<file path="config.mk">
export PLATFORM = sky130hd
export DESIGN_NAME = rnpp_ctrl
export DESIGN_NICKNAME = d
export VERILOG_FILES = /design/src/design/rnpp_pkg.sv /design/src/design/rnpp_ctrl.sv
export SDC_FILE = /design/constraint.sdc
export NUM_CORES = 1
export LEC_CHECK = 0
export BUFFER_PORTS_ARGS = -buffer_cell sky130_fd_sc_hd__buf_2
export CORE_AREA = 8 8 45 47
export CTS_CLUSTER_SIZE = 10
export DETAILED_ROUTE_END_ITERATION = 8
export DIE_AREA = 0 0 53 55
export MAX_ROUTING_LAYER = met4
export PLACE_DENSITY = 0.42
export REMOVE_ABC_BUFFERS = 1
export SYNTH_ARGS = -nofsm -noshare
export SYNTH_HDL_FRONTEND = slang
export SYNTH_SLANG_ARGS = --single-unit
</file>
<file path="constraint.sdc">
create_clock -name clk -period 2.9 [get_ports clk]
set_input_delay 0.29 -clock clk [delete_from_list [all_inputs] [get_ports clk]]
set_output_delay 0.29 -clock clk [all_outputs]
set_load 0.02 [all_outputs]
</file>
<file path="src/design/rnpp_pkg.sv">
// Shared types, widths and constants for the ray nearest-point pick block.
// Used by the channel interfaces, the controller, the datapath and the top level.
// No dependencies.
package rnpp_pkg;

  // Field formats: s3.12 coordinates, u3.12 radius, u6.12 ray parameter
  localparam int COORD_W   = 16;
  localparam int DIST_W    = 15;
  localparam int FRAC_BITS = 12;
  localparam int T_W       = 18;
  localparam int INDEX_W   = 12;
  localparam int NUM_AXES  = 3;
  localparam int CFG_IDX_W = 3;

  // Internal arithmetic widths
  localparam int DIFF_W     = COORD_W + 1;             // p - o
  localparam int MUL_W      = 24;                      // lane multiplier operand
  localparam int PROD_W     = 2 * MUL_W;               // lane multiplier product
  localparam int DOT_W      = DIFF_W + COORD_W + 2;    // sum of three diff*dir
  localparam int DOT_HI_W   = DOT_W - FRAC_BITS;       // dot >> FRAC_BITS
  localparam int SCALE_W    = COORD_W + T_W + 1;       // dir * t
  localparam int SH_W       = SCALE_W - FRAC_BITS;     // (dir * t) >> FRAC_BITS
  localparam int SQ_TERM_W  = 46;                      // one squared error term
  localparam int SQ_SUM_W   = SQ_TERM_W + 2;           // sum of three terms
  localparam int SQ_W       = 40;                      // stored squared distance
  localparam int MDSQ_W     = 2 * DIST_W;              // radius squared
  localparam int TGT_W      = SH_W + 1;                // o + shifted scale

  localparam logic [T_W-1:0]  T_MAX  = '1;
  localparam logic [SQ_W-1:0] SQ_MAX = '1;

  typedef logic signed [COORD_W-1:0] coord_t;

  localparam coord_t COORD_MAX = 16'sh7FFF;
  localparam coord_t COORD_MIN = 16'sh8000;

  // Configuration register indexes
  typedef enum logic [CFG_IDX_W-1:0] {
    REG_ORIGIN_X = 3'd0,
    REG_ORIGIN_Y = 3'd1,
    REG_ORIGIN_Z = 3'd2,
    REG_DIR_X    = 3'd3,
    REG_DIR_Y    = 3'd4,
    REG_DIR_Z    = 3'd5,
    REG_MAX_DIST = 3'd6
  } reg_idx_t;

  // Controller states
  typedef enum logic [2:0] {
    ST_IDLE,
    ST_DOT,
    ST_TPAR,
    ST_SCALE,
    ST_ERR,
    ST_CMP,
    ST_FIN_SCALE,
    ST_FIN_LOAD
  } state_t;

  // Operand selection for the three lane multipliers
  typedef enum logic [2:0] {
    MUL_HOLD,
    MUL_DOT,
    MUL_SCALE,
    MUL_ERR,
    MUL_TARGET
  } mul_sel_t;

  // Controller to datapath
  typedef struct packed {
    logic     load_item;
    mul_sel_t mul_sel;
    logic     calc_t;
    logic     compare;
    logic     load_result;
    logic     clear_pass;
  } rnpp_cmd_t;

  // Datapath to controller
  typedef struct packed {
    logic last;
  } rnpp_stat_t;

  // Clamp a widened coordinate sum to s16
  function automatic coord_t sat_coord(input logic signed [TGT_W-1:0] v);
    coord_t r;
    if (v > TGT_W'(COORD_MAX)) begin
      r = COORD_MAX;
    end else if (v < TGT_W'(COORD_MIN)) begin
      r = COORD_MIN;
    end else begin
      r = v[COORD_W-1:0];
    end
    return r;
  endfunction

endpackage

</file>
<file path="src/design/rnpp_ctrl.sv">
// Controller: sequences the lane multipliers through dot, scale, error and
// compare steps per particle, and owns the input ready and result valid.
// Depends on rnpp_pkg.
module rnpp_ctrl import rnpp_pkg::*; (
  input  logic       clk,
  input  logic       rst,
  input  logic       in_valid,
  output logic       in_ready,
  output logic       out_valid,
  input  logic       out_ready,
  input  rnpp_stat_t stat,
  output rnpp_cmd_t  cmd
);

  state_t state;
  state_t state_next;
  logic   out_valid_next;

  // State and output-valid registers
  always_ff @(posedge clk) begin
    if (rst) begin
      state     <= ST_IDLE;
      out_valid <= 1'b0;
    end else begin
      state     <= state_next;
      out_valid <= out_valid_next;
    end
  end

  assign in_ready = (state == ST_IDLE);

  // Next state and commands
  always_comb begin
    state_next      = state;
    cmd.load_item   = 1'b0;
    cmd.mul_sel     = MUL_HOLD;
    cmd.calc_t      = 1'b0;
    cmd.compare     = 1'b0;
    cmd.load_result = 1'b0;
    cmd.clear_pass  = 1'b0;
    case (state)
      ST_IDLE: begin
        if (in_valid) begin
          cmd.load_item = 1'b1;
          state_next    = ST_DOT;
        end
      end
      ST_DOT: begin
        cmd.mul_sel = MUL_DOT;
        state_next  = ST_TPAR;
      end
      ST_TPAR: begin
        cmd.calc_t = 1'b1;
        state_next = ST_SCALE;
      end
      ST_SCALE: begin
        cmd.mul_sel = MUL_SCALE;
        state_next  = ST_ERR;
      end
      ST_ERR: begin
        cmd.mul_sel = MUL_ERR;
        state_next  = ST_CMP;
      end
      ST_CMP: begin
        cmd.compare = 1'b1;
        state_next  = stat.last ? ST_FIN_SCALE : ST_IDLE;
      end
      ST_FIN_SCALE: begin
        cmd.mul_sel = MUL_TARGET;
        state_next  = ST_FIN_LOAD;
      end
      ST_FIN_LOAD: begin
        // wait for the result register to free up
        if (!out_valid || out_ready) begin
          cmd.load_result = 1'b1;
          cmd.clear_pass  = 1'b1;
          state_next      = ST_IDLE;
        end
      end
      default: state_next = ST_IDLE;
    endcase
  end

  // Result valid: set on load, cleared when taken
  always_comb begin
    out_valid_next = out_valid;
    if (out_valid && out_ready) begin
      out_valid_next = 1'b0;
    end
    if (cmd.load_result) begin
      out_valid_next = 1'b1;
    end
  end

  a_one_item: assert property (@(posedge clk) disable iff (rst)
    (in_valid && in_ready) |=> !in_ready)
    else $error("rnpp_ctrl: took a second particle while one is in flight");

  a_no_overwrite: assert property (@(posedge clk) disable iff (rst)
    cmd.load_result |-> (!out_valid || out_ready))
    else $error("rnpp_ctrl: result register overwritten before taken");

  a_result_shown: assert property (@(posedge clk) disable iff (rst)
    cmd.load_result |=> out_valid)
    else $error("rnpp_ctrl: loaded result not presented");

  a_cmp_return: assert property (@(posedge clk) disable iff (rst)
    (state == ST_CMP && !stat.last) |=> in_ready)
    else $error("rnpp_ctrl: no return to idle after a non-final particle");

endmodule

</file>
==> results of run 1 <==
==> power breakdown <==
| group | switching [mW] | leakage, nW | total [mW] | internal [mW] |
|---|---|---|---|---|
| registers | 0.00767 | 0.0327 | 0.0663 | 0.0587 |
| logic | 0.0226 | 0.124 | 0.0381 | 0.0155 |
| clock network | 0.0223 | 0.0138 | 0.0686 | 0.0463 |
| total | 0.0525 | 0.170 | 0.173 | 0.120 |
==> worst reg2reg max path, delay by kind of cell (launching register included) <==
family / cells / cell delay, ps
AND/OR/NAND/NOR: 1 / 220
flip-flops: 1 / 490
AO/OA/AOI/OAI: 2 / 270
==> registers in the layout, summed over array words and instances (netlist names) <==
name	count
state	3
out_valid	1
==> metal layers <==
metal | vias up | share of wire | GRT usage | wire [um]
li1 | 145 | - | - | -
met1 | 115 | 0.52 | 0.0683 | 348
met2 | 19 | 0.32 | 0.0566 | 211
met3 | 2 | 0.13 | 0.0294 | 86
met4 | 0 | 0.028 | 0.0388 | 19
met5 | - | 0 | - | 0
==> per-stage QoR <==
stage | total power, mW | instance area [um^2] | cells | util | setup WS [ps]
final | 0.173 | 344 | 64 | 0.249 | 1360
after global routing | 0.186 | 344 | 64 | 0.249 | 1210
after CTS | 0.176 | 344 | 64 | 0.249 | 1350
after detailed placement | 0.106 | 322 | 61 | 0.232 | 1610
after global placement | 0.106 | 322 | 61 | 0.232 | 1580
after floorplan | 0.0904 | 231 | 31 | - | 1350
==> final cells by class <==
class                      count  area (um^2)  area share
multi-input combinational     25          144       0.418
sequential                     4         80.1       0.233
timing repair buffer          14         70.1       0.204
clock buffer                   3         22.5      0.0655
tap                           16         20.0      0.0582
inverter                       2         7.51      0.0218
==> final timing paths <==
kind,start,to,slack (ps),cells past startpoint
min reg2reg,out_valid,out_valid,500,2
max reg2reg,state[2],state[1],1840,3
min,rst,state[2],270,2
max,state[1],cmd[1],1360,3
==> cells in the mapped netlist <==
| cell type | count |
|---|---|
| sky130_fd_sc_hd__buf_2 | 2 |
| sky130_fd_sc_hd__nand3_1 | 1 |
| sky130_fd_sc_hd__nand2_1 | 3 |
| sky130_fd_sc_hd__a211o_1 | 1 |
| sky130_fd_sc_hd__nand3b_1 | 1 |
| sky130_fd_sc_hd__dfxtp_1 | 4 |
| sky130_fd_sc_hd__nor3_1 | 1 |
| sky130_fd_sc_hd__nand2b_1 | 1 |
| sky130_fd_sc_hd__nor2_1 | 1 |
| sky130_fd_sc_hd__and3_2 | 1 |
| sky130_fd_sc_hd__nor2b_1 | 2 |
| sky130_fd_sc_hd__or2b_1 | 1 |
| sky130_fd_sc_hd__nor3b_1 | 1 |
| sky130_fd_sc_hd__and2_1 | 1 |
| sky130_fd_sc_hd__a31oi_1 | 1 |
| sky130_fd_sc_hd__o21ai_0 | 4 |
| sky130_fd_sc_hd__and3b_1 | 1 |
| sky130_fd_sc_hd__inv_2 | 1 |
| sky130_fd_sc_hd__buf_4 | 2 |
| sky130_fd_sc_hd__a21oi_1 | 4 |
| sky130_fd_sc_hd__inv_1 | 1 |
==> logic make-up after synthesis <==
family                 after synthesis  synth area share
buffers and inverters                6             0.127
AND/OR/NAND/NOR                     15             0.346
AO/OA/AOI/OAI                       10             0.215
flip-flops                           4             0.312
==> Flow_metrics.wiki, run 1 <==
{| class="wikitable"
! Metric !! Value
|-
| Status || completed
|-
| Cts repair resizes || 0
|-
| Worst-case vdd ir drop || 0.190 mV
|-
| Most common cell after layout, fill and taps aside || sky130_fd_sc_hd__buf_2
|-
| Vias in the first global route || 257
|-
| Placeable Area || 1380 um^2
|-
| Number of diodes added for antenna fixing || 0
|-
| Critical Path Fanout Max || 12
|-
| First-iteration detailed-routing DRC count || 9
|-
| Setup fix buffers added after clock tree synthesis || 0
|-
| Routed WL || 667 um
|-
| Signed area change from the synthesized netlist to the final layout || 34.1%
|-
| Clock slew at reported path FFs || 40 ps
|-
| Worst Setup Path Type || flip-flop to output pin
|-
| Worst slew slack as a fraction of its limit || 0.769
|-
| Antenna-violating nets left || 0
|-
| Syn Area/Cell || 7.33 um^2
|-
| Total Nets Final || 55
|-
| Row count || 14
|-
| Max Transition Viols Final || 0
|-
| HPWL Detailed || 521 um
|-
| CTS Hold Bufs || 0
|-
| Die Height || 55 um
|-
| Gr ovfl total || 0
|-
| Required time reported for the critical path endpoint || 2610 ps
|-
| Synth area leaders || sky130_fd_sc_hd__dfxtp_1 31%, sky130_fd_sc_hd__a21oi_1 7.8%, sky130_fd_sc_hd__o21ai_0 7.8%
|-
| Remaining design rule violation count || 0
|-
| GPL Wtd Cong || 0.720
|-
| Max Cap Viol || 0
|-
| Num Clock Sinks || 4
|-
| Clock period minus final worst setup slack || 1540 ps
|-
| CTS tree || built
|-
| Arrival time reported for the critical path endpoint || 1250 ps
|-
| Distinct cells, synth || 21
|-
| Crit path buffers/inverters || 1
|-
| Global-route wire length before repair || 1090 um
|-
| Horizontal die dimension || 53 um
|-
| Summed negative setup slack over all endpoints || 0 ps
|-
| F_max || 650 MHz
|-
| Unrepaired setup endpoints after global routing || false
|-
| Average vias per placed instance || 4.39
|-
| Initial antenna violation count || 0
|-
| First drt pass iteration count || 4
|-
| Depth of the CTS H-tree || 1
|-
| Initial core utilization || 0.185
|-
| Critical Path Slowest Stage Cell || sky130_fd_sc_hd__dfxtp_1
|-
| Startpoint kind of the worst setup timing path || flip-flop
|-
| Total Routing Usage GR || 0.0529
|-
| Top-Level Pins || 15
|-
| Die area || 2920 um^2
|-
| Final hold slack || 267 ps
|-
| Clock network latency to the later pin of the worst-skew pair || 230 ps
|-
| Clock tree skew after final layout || 1.27 ps
|-
| Syn Inst Count || 35
|-
| Type of the worst min-delay path || primary input to flip-flop
|-
| Area share of the largest cell type after synthesis || 0.312
|-
| Fraction of the yosys area taken by sequential cells || 0.312
|-
| Pin count of the biggest net entering global routing || 13
|-
| Deepest clock path buffer count || 2
|-
| Final clock period utilization by the worst path || 0.530
|-
| Critical path's largest stage delay || 520 ps
|-
| Lkg Pwr || 0.170 nW
|-
| Number of warnings issued by yosys || 0
|-
| Leading cell types in the layout, fill and taps excluded || 14 x sky130_fd_sc_hd__buf_2, 4 x sky130_fd_sc_hd__o21ai_0, 4 x sky130_fd_sc_hd__a21oi_1, 4 x sky130_fd_sc_hd__dfxtp_1
|-
| Top Family by Delay on Critical Path || flip-flops
|-
| Actual slew at the worst max-slew pin || 346 ps
|-
| Count of endpoints failing setup in the final report || 0
|-
| Largest area contributor in the netlist || sky130_fd_sc_hd__dfxtp_1
|-
| Power density over the cells || 503 nW/um^2
|-
| Vias post-DR || 281
|-
| Port buffer count || 14
|-
| Fraction of final layout cells sized beyond drive strength 1 || 0.396
|-
| CP Capture Type || output pin
|-
| Routed length per placed instance || 10.4 um
|-
| Ordered cell list for the critical path || nand3_1 > nor2b_1 > buf_2
|-
| Flop and latch count out of synthesis || 4
|-
| Area of the mapped netlist || 256 um^2
|-
| Clock buffer count from CTS || 3
|-
| Filler Cell Count || 163
|-
| Final Hold Fails || 0
|-
| Root buffer cell || sky130_fd_sc_hd__clkbuf_4
|}
Power figures use the tool's default switching activity.
==> run 2: changes to the inputs <==
ABC_AREA = 1   (was unset)
PLACE_DENSITY = 0.45   (was 0.42)
clock period = 1.25 ns   (was 2.9 ns; I/O delays follow)
==> run 2 against run 1 <==
Clock skew fell by 0.67 ps; clock power rose by 130%; wire length rose by 6.9%; design area rose by 25%; combinational power rose to 4.9 times the previous value; via count rose by 16%; non-clock buffer count rose by 4; largest cell class unchanged; largest power group is now combinational cells.
==> Flow_metrics.wiki, run 2 <==
{| class="wikitable"
! Metric !! Value
|-
| Flop and latch count out of synthesis || 4 (unchanged)
|-
| Clock tree skew after final layout || 0.601 ps (-0.666 ps)
|-
| Clock network latency to the later pin of the worst-skew pair || 230 ps (about the same)
|-
| Initial core utilization || 0.198 (+0.0127)
|-
| Antenna-violating nets left || 0 (unchanged)
|-
| Max Transition Viols Final || 0 (unchanged)
|-
| Routed length per placed instance || 8.59 um (-18%)
|-
| Final hold slack || 74.2 ps (-192 ps)
|-
| Clock buffer count from CTS || 3 (unchanged)
|-
| Die area || 2920 um^2 (unchanged)
|-
| HPWL Detailed || 583 um (+12%)
|-
| Synth area leaders || sky130_fd_sc_hd__dfxtp_1 29%, sky130_fd_sc_hd__inv_1 15%, sky130_fd_sc_hd__nand3_1 13%
|-
| Lkg Pwr || 0.270 nW (+59%)
|-
| Final Hold Fails || 0 (unchanged)
|-
| Metal3 WL || 42 um (-51%)
|-
| Most frequent cells after synthesis || 11 x sky130_fd_sc_hd__inv_1, 9 x sky130_fd_sc_hd__nand2_1, 9 x sky130_fd_sc_hd__nor2_1
|-
| Routed WL || 713 um (+6.9%)
|-
| First-iteration detailed-routing DRC count || 5 (-4)
|-
| Distinct cells, synth || 12 (-43%)
|-
| Overall Power || 501 uW (+190%)
|-
| Area of the mapped netlist || 274 um^2 (+6.8%)
|-
| Average vias per placed instance || 3.94 (-10%)
|-
| Most common cell in the netlist || sky130_fd_sc_hd__inv_1
|-
| GPL Wtd Cong || 0.691 (-4.1%)
|-
| Horizontal die dimension || 53 um (unchanged)
|-
| Arrival time reported for the critical path endpoint || 1070 ps (-180 ps)
|-
| Max Cap Viol || 0 (unchanged)
|-
| Number of synthesized flops with an enable pin || 0 (unchanged)
|-
| Unrepaired setup endpoints after global routing || false
|-
| Remaining design rule violation count || 0 (unchanged)
|-
| Deepest clock path buffer count || 2 (unchanged)
|-
| Post-Place Setup Slack || 160 ps (-1450 ps)
|-
| Global-route wire length before repair || 1190 um (+8.8%)
|-
| Row count || 14 (unchanged)
|-
| Placeable Area || 1380 um^2 (unchanged)
|-
| Actual slew at the worst max-slew pin || 162 ps (-184 ps)
|-
| Post-route cell area || 429 um^2 (+25%)
|-
| Number of diodes added for antenna fixing || 0 (unchanged)
|-
| Total Routing Usage GR || 0.0580 (+0.00506)
|-
| Met2 routed WL || 403 um (+91%)
|-
| First drt pass iteration count || 4 (unchanged)
|-
| Clock slew at reported path FFs || 40 ps (about the same)
|-
| Worst Setup Path Type || flip-flop to output pin
|-
| Port buffer count || 14 (unchanged)
|-
| Leading cell types in the layout, fill and taps excluded || 10 x sky130_fd_sc_hd__inv_1, 10 x sky130_fd_sc_hd__buf_2, 9 x sky130_fd_sc_hd__nand2_1
|-
| Gr ovfl total || 0 (unchanged)
|-
| Registers with the most flip-flops || state (3), out_valid (1)
|-
| Filler Cell Count || 164 (+0.61%)
|-
| Top register by number of flip-flops || state
|-
| Share of synthesized flip-flops with an asynchronous set or reset || 0 (unchanged)
|-
| Area share of the largest cell type after synthesis || 0.292 (-0.0200)
|-
| Vias in the first global route || 304 (+18%)
|-
| Area after detailed placement || 364 um^2 (+13%)
|-
| Signed area change from the synthesized netlist to the final layout || 56.6%
|-
| Largest register FFs || 3 (unchanged)
|-
| Count of endpoints failing setup in the final report || 0 (unchanged)
|-
| Worst slew slack as a fraction of its limit || 0.892 (+0.123)
|-
| Root buffer cell || sky130_fd_sc_hd__clkbuf_4
|-
| Type of the worst min-delay path || primary input to flip-flop
|-
| Status || completed
|-
| Post-layout worst setup margin || 54.3 ps (-1310 ps)
|-
| Vias post-DR || 327 (+16%)
|-
| Power density over the cells || 1170 nW/um^2 (+130%)
|-
| Top-Level Pins || 15 (unchanged)
|-
| Final clock period utilization by the worst path || 0.957
|-
| Total Nets Final || 74 (+35%)
|-
| Num Clock Sinks || 4 (unchanged)
|-
| Pin count of the biggest net entering global routing || 8 (-5)
|-
| CTS Hold Bufs || 0 (unchanged)
|-
| Die Height || 55 um (unchanged)
|-
| Number of warnings issued by yosys || 0 (unchanged)
|-
| Main synth FF type || sky130_fd_sc_hd__dfxtp_1
|-
| Worst-case vdd ir drop || 0.391 mV (+110%)
|-
| Depth of the CTS H-tree || 1 (unchanged)
|-
| Post-route met1 wirelength || 267 um (-23%)
|-
| Syn Area/Cell || 5.71 um^2 (-22%)
|-
| Critical Path Fanout Max || 6 (-6)
|-
| Top routing layer in use || met3
|-
| Fraction of final layout cells sized beyond drive strength 1 || 0.463 (+0.0669)
|-
| Syn Inst Count || 48 (+37%)
|-
| CP Capture Type || output pin
|-
| F_max || 836 MHz
|-
| Clock period minus final worst setup slack || 1200 ps
|-
| CTS tree || built
|-
| Fraction of the yosys area taken by sequential cells || 0.292 (-0.0200)
|-
| Required time reported for the critical path endpoint || 1120 ps (-1490 ps)
|-
| Initial antenna violation count || 0 (unchanged)
|-
| Largest area contributor in the netlist || sky130_fd_sc_hd__dfxtp_1
|-
| Startpoint kind of the worst setup timing path || flip-flop
|}
run 2: layout make-up:
cell class	count	area, um^2	share of cell area
timing repair buffer	18	110	0.257
clock buffer	3	22.5	0.0525
tap	16	20.0	0.0466
sequential	4	85.1	0.198
multi-input combinational	30	146	0.341
inverter	12	45.0	0.105
run 2: through the flow:
| stage | utilization | instances | setup TNS, ps |
|---|---|---|---|
| after floorplan | - | 46 | -88.5 |
| after global placement | 0.263 | 78 | 0 |
| after detailed placement | 0.263 | 78 | 0 |
| after CTS | 0.291 | 82 | 0 |
| after global routing | 0.310 | 83 | 0 |
| final | 0.310 | 83 | 0 |
run 2: critical path, stage by stage (launching register included):
cell and delay (ps):
sky130_fd_sc_hd__dfxtp_4 360, sky130_fd_sc_hd__nand2_1 70, sky130_fd_sc_hd__nor2_2 120, sky130_fd_sc_hd__inv_1 50, sky130_fd_sc_hd__nor2_2 90, sky130_fd_sc_hd__buf_4 150
run 2: final timing paths:
path | endpoint | startpoint | slack, ps | cells after the start
setup / recovery | cmd[0] | state[0] | 50 | 5
hold / removal | state[1] | rst | 70 | 2
setup reg to reg | state[1] | state[0] | 280 | 7
hold reg to reg | state[0] | state[0] | 550 | 3
run 2: what timing repair did:
item | 4_1_cts | 5_1_grt
gates resized for setup | 4 | 8
endpoints found under the setup margin | 4 | 8
pin swaps | 1 | 0
buffers inserted | 1 | 1
run 2: power by group:
part / switching [mW] / internal [mW] / total [mW] / leakage [nW]
logic: 0.113 / 0.0747 / 0.188 / 0.223
clock network: 0.0486 / 0.107 / 0.156 / 0.0138
registers: 0.0140 / 0.143 / 0.157 / 0.0337
total: 0.176 / 0.325 / 0.501 / 0.270
run 2: kinds of logic after synthesis:
group / count (synthesis) / synth area share
compound gates: 1 / 0.0274
simple gates: 29 / 0.461
flops: 4 / 0.292
buf+inv: 14 / 0.219
run 2: routing by layer:
metal,global-route usage,vias up
li1,-,181
met1,0.0531,139
met2,0.0898,7
met3,0.0267,0
met4,0.0517,0
met5,-,-
